===== config.mk =====
export PLATFORM = sky130hd
export DESIGN_NAME = biu_coord
export DESIGN_NICKNAME = d
export VERILOG_FILES = /design/src/rtl/core/biu_pkg.sv /design/src/rtl/core/biu_coord.sv
export SDC_FILE = /design/constraint.sdc
export NUM_CORES = 1
export LEC_CHECK = 0
export ABC_AREA = 1
export ABC_CLOCK_PERIOD_IN_PS = 4810
export BUFFER_PORTS_ARGS = -buffer_cell sky130_fd_sc_hd__buf_2
export CAP_MARGIN = 0
export CORE_MARGIN = 1
export CORE_UTILIZATION = 55
export CTS_CLUSTER_DIAMETER = 50
export DETAILED_ROUTE_END_ITERATION = 12
export PLACE_DENSITY = 0.8
export SYNTH_ARGS = -nofsm -noshare
export SYNTH_HDL_FRONTEND = slang
export SYNTH_SLANG_ARGS = --single-unit

===== constraint.sdc =====
create_clock -name clock -period 4.81 [get_ports clock]
set_input_delay 0.2405 -clock clock [delete_from_list [all_inputs] [get_ports clock]]
set_output_delay 0.2405 -clock clock [all_outputs]
set_load 0.02 [all_outputs]

===== src/rtl/core/biu_pkg.sv =====
// Shared types and constants for the bilinear image upscaler.
// Request and response word layouts, command and CSR codes, small helpers.
// No dependencies.
package biu_pkg;

   localparam int CHAN_W      = 8;
   localparam int PIXEL_W     = 32;
   localparam int SRC_COORD_W = 8;
   localparam int DCOORD_W    = 12;
   localparam int SIZE_W      = 9;
   localparam int STEP_W      = 17;
   localparam int CSR_DATA_W  = 17;
   localparam int CSR_INDEX_W = 2;
   localparam int COORD_EXT_W = 13;
   localparam int DST_LIM_W   = 17;

   typedef enum logic [0:0] {
      CMD_WRITE   = 1'b0,
      CMD_REQUEST = 1'b1
   } cmd_type;

   localparam logic [CSR_INDEX_W-1:0] CSR_SOURCE_WIDTH  = 2'd0;
   localparam logic [CSR_INDEX_W-1:0] CSR_SOURCE_HEIGHT = 2'd1;
   localparam logic [CSR_INDEX_W-1:0] CSR_STEP_X        = 2'd2;
   localparam logic [CSR_INDEX_W-1:0] CSR_STEP_Y        = 2'd3;

   localparam logic [SIZE_W-1:0] SOURCE_WIDTH_RESET  = 9'd256;
   localparam logic [SIZE_W-1:0] SOURCE_HEIGHT_RESET = 9'd256;
   localparam logic [STEP_W-1:0] STEP_RESET          = 17'd65536;

   typedef struct packed {
      cmd_type                cmd;
      logic [SRC_COORD_W-1:0] src_col;
      logic [SRC_COORD_W-1:0] src_row;
      logic [CHAN_W-1:0]      in_blue;
      logic [CHAN_W-1:0]      in_green;
      logic [CHAN_W-1:0]      in_red;
      logic [CHAN_W-1:0]      in_alpha;
      logic [DCOORD_W-1:0]    dst_col;
      logic [DCOORD_W-1:0]    dst_row;
   } req_word_type;

   typedef struct packed {
      logic [CHAN_W-1:0]   out_blue;
      logic [CHAN_W-1:0]   out_green;
      logic [CHAN_W-1:0]   out_red;
      logic [CHAN_W-1:0]   out_alpha;
      logic [DCOORD_W-1:0] out_col;
      logic [DCOORD_W-1:0] out_row;
   } rsp_word_type;

   // neighbor selection handed from the address stage to the blend stage
   typedef struct packed {
      logic x_par;
      logic y_par;
      logic x_clamp;
      logic y_clamp;
   } tap_sel_type;

   // width of a bank address half (coordinate divided by two)
   function automatic int half_width(input int depth);
      int w;
      w = $clog2(depth);
      return (w > 1) ? w - 1 : 1;
   endfunction

endpackage


===== src/rtl/core/biu_coord.sv =====
// Stage one of the upscaler: source position multiply and frame addressing.
// Uses biu_pkg; feeds biu_frame and biu_blend.
module biu_coord #(
   parameter int SRC_MAX_WIDTH  = 256,
   parameter int SRC_MAX_HEIGHT = 256,
   parameter int DST_MAX_DIM    = 4096,
   parameter int FRAC_BITS      = 16,
   localparam int CH = biu_pkg::half_width(SRC_MAX_WIDTH),
   localparam int RH = biu_pkg::half_width(SRC_MAX_HEIGHT)
) (
   input  logic                                   clock,
   input  logic                                   load,
   input  biu_pkg::req_word_type                  req_word,
   input  logic [biu_pkg::SIZE_W-1:0]             source_width,
   input  logic [biu_pkg::SIZE_W-1:0]             source_height,
   input  logic [biu_pkg::STEP_W-1:0]             step_x,
   input  logic [biu_pkg::STEP_W-1:0]             step_y,
   output logic                                   is_write,
   output logic                                   wr_ok,
   output logic [1:0]                             wr_bank,
   output logic [CH-1:0]                          wr_col,
   output logic [RH-1:0]                          wr_row,
   output logic [biu_pkg::PIXEL_W-1:0]            wr_data,
   output logic [CH-1:0]                          rd_col_even,
   output logic [CH-1:0]                          rd_col_odd,
   output logic [RH-1:0]                          rd_row_even,
   output logic [RH-1:0]                          rd_row_odd,
   output logic [FRAC_BITS-1:0]                   frac_x,
   output logic [FRAC_BITS-1:0]                   frac_y,
   output biu_pkg::tap_sel_type                   tap_sel,
   output logic [biu_pkg::DCOORD_W-1:0]           dst_col,
   output logic [biu_pkg::DCOORD_W-1:0]           dst_row
);

   localparam int CW    = $clog2(SRC_MAX_WIDTH);
   localparam int RW    = $clog2(SRC_MAX_HEIGHT);
   localparam int EXT_W = biu_pkg::COORD_EXT_W;
   localparam int DW    = biu_pkg::DCOORD_W;
   localparam int POS_W = biu_pkg::DCOORD_W + biu_pkg::STEP_W;
   localparam int IX_W  = POS_W - FRAC_BITS;
   localparam int CMP_W = (IX_W > EXT_W) ? IX_W : EXT_W;
   localparam logic [biu_pkg::DST_LIM_W-1:0] DST_LIM = biu_pkg::DST_LIM_W'(DST_MAX_DIM - 1);
   localparam logic [EXT_W-1:0] W_LIM = EXT_W'(SRC_MAX_WIDTH);
   localparam logic [EXT_W-1:0] H_LIM = EXT_W'(SRC_MAX_HEIGHT);

   function automatic logic [EXT_W-1:0] size_last(input logic [biu_pkg::SIZE_W-1:0] sz,
                                                  input logic [EXT_W-1:0] lim);
      logic [EXT_W-1:0] sz_e;
      sz_e = EXT_W'(sz);
      if (sz_e == '0) begin
         return '0;
      end else if (sz_e > lim) begin
         return lim - EXT_W'(1);
      end else begin
         return sz_e - EXT_W'(1);
      end
   endfunction

   function automatic logic [DW-1:0] dst_clamp(input logic [DW-1:0] c);
      if (biu_pkg::DST_LIM_W'(c) > DST_LIM) begin
         return DST_LIM[DW-1:0];
      end else begin
         return c;
      end
   endfunction

   biu_pkg::cmd_type                   kind_ff;
   logic [POS_W-1:0]                   posx_ff, posx_in;
   logic [POS_W-1:0]                   posy_ff, posy_in;
   logic [biu_pkg::SRC_COORD_W-1:0]    wcol_ff, wrow_ff;
   logic [biu_pkg::PIXEL_W-1:0]        wdata_ff;
   logic [DW-1:0]                      dcol_ff, drow_ff;

   logic [CMP_W-1:0] ix_e, iy_e;
   logic [EXT_W-1:0] w_last_e, h_last_e;
   logic [CW-1:0]    x0;
   logic [RW-1:0]    y0;
   logic             x_clamp, y_clamp;
   logic [EXT_W-1:0] x0_e, y0_e, x_even_e, y_even_e;
   logic [EXT_W-1:0] wcol_e, wrow_e;

   assign posx_in = POS_W'(dst_clamp(req_word.dst_col)) * POS_W'(step_x);
   assign posy_in = POS_W'(dst_clamp(req_word.dst_row)) * POS_W'(step_y);

   always_ff @(posedge clock) begin
      if (load) begin
         kind_ff  <= req_word.cmd;
         posx_ff  <= posx_in;
         posy_ff  <= posy_in;
         wcol_ff  <= req_word.src_col;
         wrow_ff  <= req_word.src_row;
         wdata_ff <= {req_word.in_alpha, req_word.in_red, req_word.in_green, req_word.in_blue};
         dcol_ff  <= req_word.dst_col;
         drow_ff  <= req_word.dst_row;
      end
   end

   // neighbor rows and columns, clamped to the last valid one
   always_comb begin
      ix_e     = CMP_W'(posx_ff[POS_W-1:FRAC_BITS]);
      iy_e     = CMP_W'(posy_ff[POS_W-1:FRAC_BITS]);
      w_last_e = size_last(source_width, W_LIM);
      h_last_e = size_last(source_height, H_LIM);
      x_clamp  = ix_e >= CMP_W'(w_last_e);
      y_clamp  = iy_e >= CMP_W'(h_last_e);
      x0       = x_clamp ? w_last_e[CW-1:0] : ix_e[CW-1:0];
      y0       = y_clamp ? h_last_e[RW-1:0] : iy_e[RW-1:0];
      x0_e     = EXT_W'(x0);
      y0_e     = EXT_W'(y0);
      x_even_e = x0_e + EXT_W'(x0[0]);
      y_even_e = y0_e + EXT_W'(y0[0]);
   end

   assign rd_col_even = x_even_e[CH:1];
   assign rd_col_odd  = x0_e[CH:1];
   assign rd_row_even = y_even_e[RH:1];
   assign rd_row_odd  = y0_e[RH:1];

   assign frac_x          = posx_ff[FRAC_BITS-1:0];
   assign frac_y          = posy_ff[FRAC_BITS-1:0];
   assign tap_sel.x_par   = x0[0];
   assign tap_sel.y_par   = y0[0];
   assign tap_sel.x_clamp = x_clamp;
   assign tap_sel.y_clamp = y_clamp;
   assign dst_col         = dcol_ff;
   assign dst_row         = drow_ff;

   assign wcol_e   = EXT_W'(wcol_ff);
   assign wrow_e   = EXT_W'(wrow_ff);
   assign is_write = (kind_ff == biu_pkg::CMD_WRITE);
   assign wr_ok    = (wcol_e < W_LIM) && (wrow_e < H_LIM);
   assign wr_bank  = {wrow_ff[0], wcol_ff[0]};
   assign wr_col   = wcol_e[CH:1];
   assign wr_row   = wrow_e[RH:1];
   assign wr_data  = wdata_ff;

endmodule


==> results of run 1 <==
==> cells by family after synthesis <==
family	synth area share (%)
adder cells (fa/ha/maj)	41.1
XOR/XNOR	2.49
flip-flops	20.0
other	0.0191
AND/OR/NAND/NOR	17.2
buffers and inverters	14.8
AO/OA/AOI/OAI	4.44
==> flip-flops by register name, indices dropped and copies added, names as in the netlist <==
register	flops
posx_ff	29
dst_row	12
dst_col	12
posy_ff	29
wr_data	32
wcol_ff	8
wrow_ff	8
kind_ff	1
==> layout make-up <==
| cell class | count | area [um^2] | area share, % |
|---|---|---|---|
| Timing Repair Buffer | 400 | 2490 | 10.9 |
| Clock buffer | 17 | 425 | 1.87 |
| Clock inverter | 15 | 193 | 0.847 |
| Inverter | 614 | 2310 | 10.1 |
| Multi-Input combinational cell | 1459 | 12800 | 56.4 |
| Sequential cell | 131 | 3930 | 17.3 |
| Tap cell | 455 | 569 | 2.50 |
| Antenna cell | 1 | 2.50 | 0.0110 |
==> worst max-delay path: cells and delay by family <==
kind / cells / cell delay (ns)
AO/OA/AOI/OAI: 1 / 0.10
AND/OR/NAND/NOR: 6 / 0.81
adder cells (fa/ha/maj): 6 / 2.90
XOR/XNOR: 1 / 0.15
buffers and inverters: 5 / 0.55
==> cell usage after synthesis (all sizes together), types with 2 or more instances <==
| cell type | number | area share (%) |
|---|---|---|
| nand3b | 6 | 0.23 |
| nor3 | 9 | 0.23 |
| o21bai | 7 | 0.27 |
| or2 | 2 | 0.064 |
| a21o | 11 | 0.42 |
| a21oi | 77 | 2.3 |
| fa | 300 | 31 |
| o21ai | 34 | 0.98 |
| nand4 | 10 | 0.32 |
| nand3 | 53 | 1.3 |
| o31ai | 4 | 0.15 |
| ha | 166 | 11 |
| xnor2 | 22 | 0.98 |
| nand2 | 633 | 13 |
| nor2 | 76 | 2.0 |
| xor2 | 34 | 1.5 |
| inv | 614 | 12 |
| edfxtp | 131 | 20 |
| buf | 37 | 1.5 |
| clkbuf | 82 | 1.6 |
| a31oi | 6 | 0.19 |
| nor4 | 3 | 0.095 |
==> through the flow <==
stage / power, mW / utilization (%) / area [um^2] / worst slack, ns
after global routing: 16.8 / 65.2 / 22800 / 0.0230
final: 15.1 / 65.2 / 22800 / 0.234
after floorplan: 10.3 / - / 19700 / 0.00549
after detailed placement: 13.6 / 62.0 / 21600 / -0.156
after global placement: 13.4 / 62.0 / 21600 / -0.131
after CTS: 15.2 / 65.2 / 22800 / 0.333
==> worst min path at each step <==
stage | to | from | cells past startpoint | slack (ns)
after floorplan | dst_col[0] | req_word[12] | 0 | 0.34
after global placement | wr_data[22] | req_word[38] | 1 | 0.42
after detailed placement | wr_data[8] | req_word[40] | 1 | 0.42
after CTS | dst_col[5] | req_word[17] | 2 | 0.16
after global routing | dst_col[5] | req_word[17] | 2 | 0.17
final | dst_col[5] | req_word[17] | 2 | 0.19
==> report_power, final <==
| group | leakage, nW | internal (mW) | switching, mW | total [mW] |
|---|---|---|---|---|
| Sequential | 1.28 | 2.03 | 0.103 | 2.13 |
| Clock | 0.302 | 0.832 | 0.575 | 1.41 |
| Combinational | 11.2 | 4.66 | 6.94 | 11.6 |
==> per-layer routing <==
layer / up-vias / part of all wire, % / track usage, %
met4: 4 / 2.2 / 9.04
met1: 7514 / 41 / 33.7
met5: - / 0.049 / 0
met3: 88 / 6.6 / 4.00
li1: 7434 / - / -
met2: 605 / 50 / 46.7
==> impl_metrics.yaml, run 1 <==
min_path:
  hp-class: "in -> reg"
sta:
  rsz_0062_raised_after_global_routing: "false"
  finalSetupTns_ns: 0
  timing.max_slew.rel_slack_pct: 52.6
  highest_attainable_clock_frequency_mhz: 219
  finalSetupViolations: 0
  finalWorstPathRequiredPeriod_ns: 4.58
  post-route-period-util_pct: 95.1
  timing.final.max_slew_violations: 0
  final-hold-violation-count: 0
  minimum_hold_slack_ns: 0.187
  tightest_slew_ns: 0.712
layout:
  final_cell_mix: "605 x sky130_fd_sc_hd__inv_1, 597 x sky130_fd_sc_hd__nand2_1, 300 x sky130_fd_sc_hd__fa_1"
  layoutNonFillerInstCount: 3092
  area.growth.synth_to_final_pct: 15.6
  num-fill-cells: 2878
  final_nets: 3216
  final_layout_size_suffix_gt1_share_pct: 17.4
  layout_commonest_cell: "sky130_fd_sc_hd__inv_1"
synthesis:
  post_synth_inst_count: 2323
  yosys_most_used_dff: "sky130_fd_sc_hd__edfxtp_1"
  yosysSeqAreaShare_pct: 20.0
  yosys_register_bits: 131
  postSynthAreaPerCell_um2: 8.47
  asyncSetResetFlopFracSynth_pct: 0
  post_synth_edffs: 131
  synthDistinctLibCells: 43
  ys_warn_count: 0
  synth.net_count: 2916
  post_synthesis_cell_area_um2: 19700
clock_tree:
  postCtsSetupRepairBufs: 0
  cts.path.max_buffers: 2
  htreeDepth: 4
  clk_pin_slew_worst_paths_ns: 0.06
  cts_buffers: 17
  clock_tree_from_tritoncts: "built"
  post_cts.resized_instances: 0
  clock_tree.root_cell: "sky130_fd_sc_hd__clkbuf_16"
  hold_buffers: 49
  cts_num_sinks: 131
routing:
  drt.antenna.violating_nets: 0
  wl_um: 46700
  drcViolationCount: 0
  detail_route.vias_per_cell: 5.06
  first_pass_iters: 7
  vias: 15600
  dr.first_iter.drc_count: 951
  wl_per_cell_um: 15.1
critical_path:
  crit_end: "posy_ff[26]"
  worst_path_largest_cell_delay_ns: 0.56
  crit_path_category: "in -> reg"
  crit_path_max_fanout: 16
  critical_path_arrival_ns: 4.76
  critical_path_endpoint_category: "flop"
  cp_cell_sequence: "buf_2, nand2_1, fa_1, inv_1, fa_1, fa_1, fa_1, inv_1, fa_1, inv_1, ha_1, nand2_1, inv_1, nand2_1, nor2_1, nand4_1, nand3_1, a21oi_1, xor2_1"
  crit_top_cell: "sky130_fd_sc_hd__fa_1"
  slowest_stage: "sky130_fd_sc_hd__fa_1"
  cp_startpoint_kind: "primary input"
  setup.worst_path.start: "req_word[6]"
  timing.critical_path.required_ns: 4.99
global_route:
  grt_first_pass_wirelength_um: 77300
  grt.overflow.total: 0
  grt_pass1_vias: 16500
  track_usage_pct: 26.7
  pin_count_of_the_biggest_net_entering_global_routing: 66
  grt_antenna_before_repair: 3
placement:
  io_buffers: 263
  place_hpwl_um: 38800
  gp_congestion: 0.903
  numPlacedInstances: 3010
pwr:
  power_per_cell_area_nw_per_um2: 665
  worst_case_vdd_ir_drop_mv: 0.592
  power_leakage_nw: 12.8
job:
  max_cap_violations: 0
run_status:
  status: "finished clean"
die:
  core_area_um2: 34900
  num_io_pins: 265
  die_w_um: 191
  die_height_um: 191
  floorplan.rows: 68
  dieArea_um2: 36500
  initial_core_util_pct: 56.4
Power figures use the tool's default switching activity.
==> run 2: changes to the inputs <==
--- a/config.mk
+++ b/config.mk
@@ -13,7 +13,7 @@
 export CORE_UTILIZATION = 55
 export CTS_CLUSTER_DIAMETER = 50
 export DETAILED_ROUTE_END_ITERATION = 12
-export PLACE_DENSITY = 0.8
+export PLACE_DENSITY_LB_ADDON = 0.1
 export SYNTH_ARGS = -nofsm -noshare
 export SYNTH_HDL_FRONTEND = slang
 export SYNTH_SLANG_ARGS = --single-unit
==> impl_metrics.yaml, run 2 (synthesis results as in run 1) <==
routing:
  vias: 15900
  dr.first_iter.drc_count: 930
  detail_route.vias_per_cell: 5.06
  drcViolationCount: 0
  wl_um: 51300
  wl_per_cell_um: 16.4
  first_pass_iters: 5
  drt.antenna.violating_nets: 0
pwr:
  power_leakage_nw: 13.0
  power_mw: 16.2
  worst_case_vdd_ir_drop_mv: 0.515
  power_per_cell_area_nw_per_um2: 701
min_path:
  hold_end: "wr_data[28]"
  hp-class: "in -> reg"
  holdCritStartpoint: "req_word[28]"
  whs_path_depth: 1
layout:
  area.growth.synth_to_final_pct: 17.4
  n_antenna_cell: 0
  final_nets: 3261
  layoutNonFillerInstCount: 3136
  largest_register_ff_count: 32
  layout_commonest_cell: "sky130_fd_sc_hd__inv_1"
  final_cell_mix: "605 x sky130_fd_sc_hd__inv_1, 597 x sky130_fd_sc_hd__nand2_1, 300 x sky130_fd_sc_hd__fa_1"
  final_layout_size_suffix_gt1_share_pct: 19.0
  final_util_pct: 66.2
  summed_area_of_non_filler_cells_in_the_final_layout_um2: 23100
sta:
  timing.final.max_slew_violations: 0
  timing.max_slew.rel_slack_pct: 58.0
  post-route-period-util_pct: 94.5
  finalWorstPathRequiredPeriod_ns: 4.54
  finalSetupViolations: 0
  final-hold-violation-count: 0
  final_critical_path_setup_slack_ns: 0.266
  minimum_hold_slack_ns: 0.0548
  finalSetupTns_ns: 0
  highest_attainable_clock_frequency_mhz: 220
  rsz_0062_raised_after_global_routing: "false"
  tightest_slew_ns: 0.630
die:
  die_w_um: 191
  num_io_pins: 265
  core_area_um2: 34900
  initial_core_util_pct: 56.4
  die_height_um: 191
  dieArea_um2: 36500
  floorplan.rows: 68
clock_tree:
  htreeDepth: 4
  hold_buffers: 45
  cts.path.max_buffers: 2
  cts_buffers: 17
  clock_tree.root_cell: "sky130_fd_sc_hd__clkbuf_16"
  clk_pin_slew_worst_paths_ns: 0.07
  clock_tree_from_tritoncts: "built"
  post_cts.resized_instances: 0
  postCtsSetupRepairBufs: 0
  cts_num_sinks: 131
global_route:
  grt_pass1_vias: 16000
  grt_first_pass_wirelength_um: 82800
  grt_antenna_before_repair: 0
  track_usage_pct: 29.5
  pin_count_of_the_biggest_net_entering_global_routing: 50
  grt.overflow.total: 0
critical_path:
  critical_path_endpoint_category: "flop"
  cp_startpoint_kind: "primary input"
  critical_path_arrival_ns: 4.80
  crit_path_max_fanout: 11
  timing.critical_path.required_ns: 5.07
  setup.worst_path.start: "req_word[6]"
  crit_path_category: "in -> reg"
job:
  max_cap_violations: 0
placement:
  io_buffers: 263
  dp_slack_ns: -0.133
  gp_congestion: 0.958
  numPlacedInstances: 3059
  postPlaceCellArea_um2: 22100
  place_hpwl_um: 42800
run_status:
  status: "finished clean"
-- run 2: layer usage --
layer	share of wire, %	track usage (%)	vias to the layer above	routed length [um]
li1	-	-	7521	-
met4	2.7	9.16	0	1370
met1	47	42.6	7649	24300
met2	43	45.0	615	21900
met5	0	0	-	0
met3	7.5	5.32	70	3840
-- run 2: final cells by class --
class,instances,area (um^2)
fill,2939,11800
clock inverter,15,161
sequential,131,3930
inverter,614,2310
multi-input combinational,1459,12800
timing repair buffer,445,2860
tap,455,569
clock buffer,17,425
-- run 2: report_power, final --
group	total, mW	switching [mW]	internal (mW)
Sequential	2.17	0.139	2.03
Combinational	12.7	7.33	5.32
Clock	1.38	0.642	0.738
Total	16.2	8.12	8.09
-- run 2: worst max path at each step --
stage             endpoint  slack, ns  cells after the start
2_1_floorplan  posx_ff[28]      0.005                     19
3_3_place_gp   posy_ff[27]      -0.10                     20
3_5_place_dp   posy_ff[27]      -0.13                     20
4_1_cts        posy_ff[27]       0.34                     20
5_1_grt        posy_ff[27]       0.09                     20
6_report       posy_ff[27]       0.27                     20
-- run 2: worst max-delay path, cell delays in order --
cell and delay (ns):
sky130_fd_sc_hd__buf_2 0.20, sky130_fd_sc_hd__nand2_1 0.10, sky130_fd_sc_hd__inv_1 0.06, sky130_fd_sc_hd__fa_1 0.53
sky130_fd_sc_hd__inv_1 0.06, sky130_fd_sc_hd__fa_1 0.53, sky130_fd_sc_hd__inv_1 0.05, sky130_fd_sc_hd__fa_1 0.46
sky130_fd_sc_hd__fa_1 0.49, sky130_fd_sc_hd__inv_1 0.05, sky130_fd_sc_hd__fa_1 0.51, sky130_fd_sc_hd__inv_1 0.06
sky130_fd_sc_hd__ha_1 0.36, sky130_fd_sc_hd__nand2_1 0.09, sky130_fd_sc_hd__inv_1 0.09, sky130_fd_sc_hd__nand3_1 0.13
sky130_fd_sc_hd__nor4_1 0.31, sky130_fd_sc_hd__nand3_1 0.12, sky130_fd_sc_hd__nand3_1 0.13, sky130_fd_sc_hd__xor2_1 0.23
==> run 3: changes to the inputs <==
--- a/config.mk
+++ b/config.mk
@@ -9,8 +9,10 @@
 export ABC_CLOCK_PERIOD_IN_PS = 4810
 export BUFFER_PORTS_ARGS = -buffer_cell sky130_fd_sc_hd__buf_2
 export CAP_MARGIN = 0
+export CELL_PAD_IN_SITES_DETAIL_PLACEMENT = 1
+export CELL_PAD_IN_SITES_GLOBAL_PLACEMENT = 2
 export CORE_MARGIN = 1
-export CORE_UTILIZATION = 55
+export CORE_UTILIZATION = 33
 export CTS_CLUSTER_DIAMETER = 50
 export DETAILED_ROUTE_END_ITERATION = 12
 export PLACE_DENSITY_LB_ADDON = 0.1
==> impl_metrics.yaml, run 3 (synthesis results as in run 1) <==
critical_path:
  crit_path_max_fanout: 12
  crit_path_category: "in -> reg"
  cp_cell_sequence: "clkbuf_4, buf_4, nand2_1, fa_1, fa_1, inv_1, fa_1, fa_1, inv_1, fa_1, inv_1, ha_1, a21oi_1, nand2_1, o21bai_1, a21oi_1, or2_1, nand2_1, nand2_1, nand2_1"
  critical_path_endpoint_category: "flop"
  critical_path_arrival_ns: 4.77
  setup.worst_path.start: "req_word[15]"
  timing.critical_path.required_ns: 5.03
  slowest_stage: "sky130_fd_sc_hd__fa_1"
  crit_end: "posx_ff[22]"
  worst_path_largest_cell_delay_ns: 0.53
  cp_startpoint_kind: "primary input"
clock_tree:
  clk_pin_slew_worst_paths_ns: 0.07
  cts.path.max_buffers: 2
  postCtsSetupRepairBufs: 0
  clock_tree.root_cell: "sky130_fd_sc_hd__clkbuf_16"
  cts_buffers: 17
  clock_tree_from_tritoncts: "built"
  htreeDepth: 4
  cts_num_sinks: 131
layout:
  area.sequential_um2: 3930
  layout_commonest_cell: "sky130_fd_sc_hd__inv_1"
  layoutNonFillerInstCount: 3498
  n_antenna_cell: 0
  final_nets: 3305
  area.growth.synth_to_final_pct: 21.1
  summed_area_of_non_filler_cells_in_the_final_layout_um2: 23800
  num-fill-cells: 7096
  final_layout_size_suffix_gt1_share_pct: 20.1
  final_cell_mix: "605 x sky130_fd_sc_hd__inv_1, 597 x sky130_fd_sc_hd__nand2_1, 300 x sky130_fd_sc_hd__fa_1"
  combined_area_of_the_multi_input_logic_cells_um2: 12800
  largest_register_ff_count: 32
sta:
  finalWorstPathRequiredPeriod_ns: 4.55
  finalSetupViolations: 0
  post-route-period-util_pct: 94.6
  timing.max_slew.rel_slack_pct: 40.7
  final-hold-violation-count: 0
  final_critical_path_setup_slack_ns: 0.260
  highest_attainable_clock_frequency_mhz: 220
  rsz_0062_raised_after_global_routing: "false"
  timing.final.max_slew_violations: 0
  finalSetupTns_ns: 0
  tightest_slew_ns: 0.890
global_route:
  grt_pass1_vias: 17500
  grt_antenna_before_repair: 0
  pin_count_of_the_biggest_net_entering_global_routing: 83
  track_usage_pct: 20.1
  grt_first_pass_wirelength_um: 94200
  grt.overflow.total: 0
min_path:
  holdCritStartpoint: "step_y[0]"
  hp-class: "in -> reg"
routing:
  drcViolationCount: 0
  dr.first_iter.drc_count: 531
  wl_um: 58000
  first_pass_iters: 5
  wl_per_cell_um: 16.6
  detail_route.vias_per_cell: 4.48
  drt.antenna.violating_nets: 0
  vias: 15700
die:
  initial_core_util_pct: 33.3
  dieArea_um2: 60600
  die_w_um: 246
  die_height_um: 246
  core_area_um2: 59000
  floorplan.rows: 89
  num_io_pins: 265
placement:
  dp_slack_ns: -0.320
  postPlaceCellArea_um2: 22800
  numPlacedInstances: 3417
  io_buffers: 263
  gp_congestion: 0.831
  place_hpwl_um: 49500
pwr:
  power_leakage_nw: 13.2
  worst_case_vdd_ir_drop_mv: 0.509
  power_per_cell_area_nw_per_um2: 716
  power_mw: 17.1
job:
  max_cap_violations: 0
run_status:
  status: "finished clean"
## run 3: worst min path at each step
stage	slack [ns]	depth (start not counted)	endpoint
2_1_floorplan	0.34	0	dst_col[0]
3_3_place_gp	0.42	1	wr_data[7]
3_5_place_dp	0.42	1	wrow_ff[6]
4_1_cts	0.06	3	posy_ff[0]
5_1_grt	0.11	2	dst_row[10]
6_report	0.11	3	posy_ff[0]
## run 3: per-layer routing
metal / part of all wire, % / global-route usage [%]
met1: 51 / 29.4
met2: 44 / 31.4
met3: 4.2 / 3.01
met4: 0.82 / 3.74
met5: 0 / 0
## run 3: metrics by stage
| stage | util, % | hold WS [ns] |
|---|---|---|
| 6_report | 40.4 | 0.107 |
| 3_5_place_dp | 38.6 | 0.420 |
| 2_1_floorplan | - | 0.339 |
| 5_1_grt | 40.4 | 0.106 |
| 3_3_place_gp | 38.6 | 0.418 |
| 4_1_cts | 40.4 | 0.0608 |
## run 3: layout make-up
cell class / instances / area share (%)
clock buffers: 19 / 1.82
clock inverters: 13 / 0.436
inverters: 614 / 9.68
multi-input cells: 1459 / 53.9
flip-flops and latches: 131 / 16.5
well taps: 773 / 4.06
repair buffers: 489 / 13.6
## run 3: worst max-delay path: cells and delay by family
family / cells / cell delay (ns)
compound gates: 3 / 0.66
simple gates: 6 / 0.46
fa+ha+maj: 6 / 2.88
buf+inv: 5 / 0.52
## run 3: report_power, final
part	internal, mW	switching [mW]	total [mW]	leakage, nW
Combinational	5.80	7.84	13.6	11.7
Clock	0.665	0.604	1.27	0.252
Sequential	2.03	0.118	2.15	1.28
## run 3: timing repair
item                       4_1_cts  5_1_grt
hold buffers                    49        0
setup endpoints to repair        0        3
hold endpoints to repair        49        0
resized for setup                0        3
